`src/rtl/fba_pkg.sv`:
```
package fba_pkg;

   localparam int HEADER_COUNT    = 256;
   localparam int DATA_BLOCKS     = 48;
   localparam int BLOCK_BYTES     = 256;
   localparam int BLOCKS_PER_FILE = 5;

   localparam int SLOT_COUNT = 5;
   localparam int HDR_W      = (HEADER_COUNT > 1) ? $clog2(HEADER_COUNT) : 1;
   localparam int HCNT_W     = $clog2(HEADER_COUNT + 1);
   localparam int BLK_W      = (DATA_BLOCKS > 1) ? $clog2(DATA_BLOCKS) : 1;
   localparam int BCNT_W     = $clog2(DATA_BLOCKS + 1);

   // Header record: name, five packed block slots, block count.
   localparam int REC_W = 64 + 6 * SLOT_COUNT + 3;

   localparam logic [5:0] NO_BLOCK = 6'd63;

   localparam logic [2:0] ST_OK         = 3'd0;
   localparam logic [2:0] ST_TOO_BIG    = 3'd1;
   localparam logic [2:0] ST_FEW_BLOCKS = 3'd2;
   localparam logic [2:0] ST_NO_HEADER  = 3'd3;
   localparam logic [2:0] ST_NOT_FOUND  = 3'd4;

   // Commands from controller to datapath.
   typedef struct packed {
      logic load;        // capture request
      logic clr_scan;    // scan counters to zero
      logic step_blk;    // advance bitmap scan
      logic step_hdr;    // advance header scan
      logic take_blk;    // mark current block taken and record it
      logic free_slot;   // release the slot at the release counter
      logic step_slot;
      logic use_set;     // set in-use of the current header
      logic use_clr;     // clear it
      logic rec_wr;      // write header record
      logic set_result;  // latch result, status in status
      logic [2:0] status;
      logic from_rec;    // delete result takes slots from the record
   } cmd_type;

   // Status from datapath to controller.
   typedef struct packed {
      logic       is_delete;
      logic       too_big;
      logic       blk_end;
      logic       blk_free;
      logic       enough_free;
      logic       got_all;
      logic       hdr_end;
      logic       hdr_used;
      logic       name_match;
      logic       slot_end;
   } stat_type;

   // Name with every byte from the first zero byte onward cleared.
   function automatic logic [63:0] canon_name(input logic [63:0] n);
      logic [63:0] r;
      logic        live;
      r    = '0;
      live = 1'b1;
      for (int b = 0; b < 8; b++) begin
         if (n[8*b +: 8] == 8'd0) live = 1'b0;
         if (live) r[8*b +: 8] = n[8*b +: 8];
      end
      return r;
   endfunction

endpackage

```
`src/rtl/fba_control.sv`:
```
module fba_control (
   input  logic              clock,
   input  logic              reset,
   input  logic              req_tvalid,
   output logic              req_tready,
   output logic              rsp_tvalid,
   input  logic              rsp_tready,
   input  fba_pkg::stat_type stat,
   output fba_pkg::cmd_type  cmd
);
   import fba_pkg::*;

   typedef enum logic [3:0] {
      S_IDLE, S_CHECK, S_FIND_HDR, S_TAKE_BLK, S_COMMIT,
      S_DEL_SCAN, S_DEL_READ, S_DEL_CMP, S_RELEASE, S_DEL_DONE, S_FAIL
   } state_type;

   state_type  state_ff, state_in;
   logic       valid_ff, valid_in;
   logic [2:0] fail_ff, fail_in;
   logic       busy;

   assign busy       = state_ff != S_IDLE;
   assign req_tready = !busy && (!valid_ff || rsp_tready);
   assign rsp_tvalid = valid_ff;

   // Sequencer for create and delete.
   always_comb begin
      state_in = state_ff;
      valid_in = valid_ff && !rsp_tready;
      fail_in  = fail_ff;
      cmd      = '0;
      case (state_ff)
         S_IDLE: begin
            if (req_tvalid && req_tready) begin
               cmd.load     = 1'b1;
               cmd.clr_scan = 1'b1;
               state_in     = S_CHECK;
            end
         end
         S_CHECK: begin
            if (stat.is_delete) state_in = S_DEL_SCAN;
            else if (stat.too_big) begin
               fail_in = ST_TOO_BIG; state_in = S_FAIL;
            end else if (!stat.enough_free) begin
               fail_in = ST_FEW_BLOCKS; state_in = S_FAIL;
            end else state_in = S_FIND_HDR;
         end
         S_FIND_HDR: begin
            if (stat.hdr_end) begin
               fail_in = ST_NO_HEADER; state_in = S_FAIL;
            end else if (!stat.hdr_used) state_in = S_TAKE_BLK;
            else cmd.step_hdr = 1'b1;
         end
         S_TAKE_BLK: begin
            if (stat.got_all || stat.blk_end) state_in = S_COMMIT;
            else begin
               cmd.take_blk = stat.blk_free;
               cmd.step_blk = 1'b1;
            end
         end
         S_COMMIT: begin
            cmd.use_set    = 1'b1;
            cmd.rec_wr     = 1'b1;
            cmd.set_result = 1'b1;
            cmd.status     = ST_OK;
            valid_in       = 1'b1;
            state_in       = S_IDLE;
         end
         S_DEL_SCAN: begin
            if (stat.hdr_end) begin
               fail_in = ST_NOT_FOUND; state_in = S_FAIL;
            end else if (stat.hdr_used) state_in = S_DEL_READ;
            else cmd.step_hdr = 1'b1;
         end
         S_DEL_READ: state_in = S_DEL_CMP;
         S_DEL_CMP: begin
            if (stat.name_match) state_in = S_RELEASE;
            else begin
               cmd.step_hdr = 1'b1;
               state_in     = S_DEL_SCAN;
            end
         end
         S_RELEASE: begin
            if (stat.slot_end) state_in = S_DEL_DONE;
            else begin
               cmd.free_slot = 1'b1;
               cmd.step_slot = 1'b1;
            end
         end
         S_DEL_DONE: begin
            cmd.use_clr    = 1'b1;
            cmd.set_result = 1'b1;
            cmd.status     = ST_OK;
            cmd.from_rec   = 1'b1;
            valid_in       = 1'b1;
            state_in       = S_IDLE;
         end
         S_FAIL: begin
            cmd.set_result = 1'b1;
            cmd.status     = fail_ff;
            valid_in       = 1'b1;
            state_in       = S_IDLE;
         end
         default: state_in = S_IDLE;
      endcase
   end

   // State and registered outputs.
   always_ff @(posedge clock) begin
      if (reset) begin
         state_ff <= S_IDLE;
         valid_ff <= 1'b0;
         fail_ff  <= ST_OK;
      end else begin
         state_ff <= state_in;
         valid_ff <= valid_in;
         fail_ff  <= fail_in;
      end
   end

endmodule

```
`config.mk`:
```
export PLATFORM = sky130hd
export DESIGN_NAME = fba_control
export DESIGN_NICKNAME = d
export VERILOG_FILES = /design/src/rtl/fba_pkg.sv /design/src/rtl/fba_control.sv
export SDC_FILE = /design/constraint.sdc
export NUM_CORES = 1
export LEC_CHECK = 0
export BUFFER_PORTS_ARGS = -buffer_cell sky130_fd_sc_hd__buf_4
export CORE_MARGIN = 4
export CORE_UTILIZATION = 46
export CTS_CLUSTER_SIZE = 20
export DETAILED_ROUTE_END_ITERATION = 7
export PLACE_DENSITY = 0.78
export SKIP_CTS_REPAIR_TIMING = 1
export SLEW_MARGIN = 20
export SYNTH_ARGS = -nofsm -noshare
export SYNTH_HDL_FRONTEND = slang
export SYNTH_SLANG_ARGS = --single-unit
```
`constraint.sdc`:
```
create_clock -name clock -period 1.7 [get_ports clock]
set_input_delay 0.425 -clock clock [delete_from_list [all_inputs] [get_ports clock]]
set_output_delay 0.425 -clock clock [all_outputs]
set_load 0.005 [all_outputs]
```
==> reports/metrics.cfg <==
[setup_path]
slowest_stage = or4_4
start_kind = flip-flop
crit_family = simple AND/OR/NAND/NOR gates
cp.required_ns = 1.27
end_kind = primary output
critPathMaxFanout = 3
path_cells = nand2b_4 -> or4_4 -> clkinv_4 -> and2_4 -> buf_6
max_stage_delay_ns = 0.55
crit_buf_inv = 2
worstPathArrival_ns = 1.55
crit_type = reg -> out

[placed_design]
io_buffers = 30
dp.cells = 152
dpl_cell_area_um2 = 1050
globalplace.congestion = 0.871
dp_hpwl_mm = 1.69

[drt]
num_vias = 936
dr_wl_met2_mm = 1.17
drc = 0
routed_wl_mm = 2.38
vias_per_cell = 5.89
detail-route-antenna-nets = 0
wl_met3_um = 111
drt_iter0_drc = 24
wl_per_cell_um = 14.9
dr.pass1.iters = 4
wl_met1_mm = 1.05
top_layer_used = met4

[pwr]
power_density_nw_per_um2 = 1340
vdd_drop_max_v = 0.000876
total_power_w = 0.00162
leakagePower_nw = 0.519

[synthesis]
synth_cell_types = 40
synth_area_per_cell_um2 = 7.41
synth_nets = 115
synth_top_family_by_area = simple AND/OR/NAND/NOR gates
yosysSeqAreaShare = 0.214
yosys.area_share.simple = 0.361
muxShareOfSynthArea = 0
netlist_area_um2 = 748
synth_xor_xnor_area_share = 0.0117
synth_area_leaders = dfxtp_1 (21%), nand2b_1 (5.9%), a211oi_1 (5.0%)
synth.top_cell.area_share = 0.214
synthAdderAreaFrac = 0
ys_ff_latch = 8
yosys_warnings = 0
synth_top_area_cell = dfxtp_1
synth-compound-area-share = 0.274
synthCells = 101

[timing]
rsz0062_at_grt = yes
relSlewSlack = 0.730
worst_slew_pin_slew_ns = 0.402
setup_ws_ns = -0.274
drv_slew = 0
hold_ws_ns = 0.382
clock_skew_ns = 0.000858
fmax_mhz = 507
hold_viol = 0
min_period_ns = 1.97
period_share = 1.16
finalSetupTns_ns = -1.93
finalSetupViolations = 13

[floorplanning]
die_area_um2 = 2340
die_h_um = 48.3
io_pins = 31
die_x_um = 48.3
start_util = 0.491
coreArea_um2 = 1520
rows = 14

[clocking]
htreeDepth = 1
cts_tree = built
insertion_delay_ns = 0.26
clock_sinks = 8
clockBufferDepth = 2
clkTransAtPathRegs_ns = 0.06
cts_made_buffers = 3
root_buffer = clkbuf_4

[finish]
drive_above_1_share = 0.524
mostFrequentLayoutCells = buf_4 (40), buf_6 (10)
regArea_um2 = 168
antenna_cells = 0
final_cells = 159
multi_input_area_um2 = 549
fillCellCount = 105
nNetsFinal = 159
syn2layout_area_growth_pct = 62.0
design_area_um2 = 1210
final_common_cell = buf_4

[global_route]
grt-ovfl-total = 0
grt.total_usage = 0.181
antenna_found_initial = 0
grt_pass1_wl_mm = 3.55
grt_max_degree = 19
first_global_vias = 827

[outcome]
violations = setup timing
status = finished, violations left

[hold_path]
min_path_type = in -> reg

[run]
maxCapViolations = 0

==> power by group <==
part | total (W) | internal [W] | switching (W)
Sequential | 0.000321 | 0.000259 | 0.0000618
Combinational | 0.00114 | 0.000578 | 0.000564
Clock | 0.000157 | 0.0000815 | 0.0000757
Total | 0.00162 | 0.000918 | 0.000702
==> cell type report <==
type | instances | share of cell area
flip-flops and latches | 8 | 0.138
repair buffers | 50 | 0.341
inverters | 8 | 0.0330
multi-input cells | 74 | 0.453
well taps | 16 | 0.0165
clock buffers | 3 | 0.0186
==> routing by layer <==
metal / global-route usage / vias up
li1: - / 461
met1: 0.227 / 442
met2: 0.300 / 26
met3: 0.0245 / 7
met4: 0.0829 / 0
met5: 0 / -
==> cell families (layout without fill, tap and decap cells) <==
logic type,Yosys count,count (layout)
flops,8,8
compound gates,29,29
simple gates,44,44
buf+inv,19,61
xor+xnor,1,1
==> registers in the layout, summed over array words and instances, names as in the netlist <==
| name | cells |
|---|---|
| state_ff | 4 |
| fail_ff | 3 |
| rsp_tvalid | 1 |
==> stage by stage <==
step	setup slack, ns	util
3_3_place_gp	-0.0931	0.690
4_1_cts	-0.299	0.704
5_1_grt	-0.309	0.796
3_5_place_dp	-0.0942	0.690
6_report	-0.274	0.796
2_1_floorplan	0.0431	-
==> worst paths after layout <==
check	from	endpoint	slack, ns	depth (start not counted)
max	state_ff[3]	cmd[10]	-0.27	5
min	reset	state_ff[1]	0.38	2
max reg2reg	state_ff[3]	state_ff[0]	0.06	5
min reg2reg	fail_ff[0]	fail_ff[0]	0.50	2
==> cells in the mapped netlist (all sizes together) <==
master    n
buf      10
dfxtp     8
inv       7
nand2b    7
nor2      6
a211oi    5
a21oi     5
nand2     5
nor4      5
nor2b     4
nor3      4
a31oi     3
a41oi     3
o21ai     3
or4       3
a221oi    2
nand3     2
nor4bb    2
o31ai     2
or2       2
a2111oi   1
a21o      1
a22oi     1
a32o      1
and2      1
and4      1
clkbuf    1
clkinv    1
nand4     1
o21a      1
o32ai     1
or3b      1
xor2      1
(Power assumes the default switching activity.)
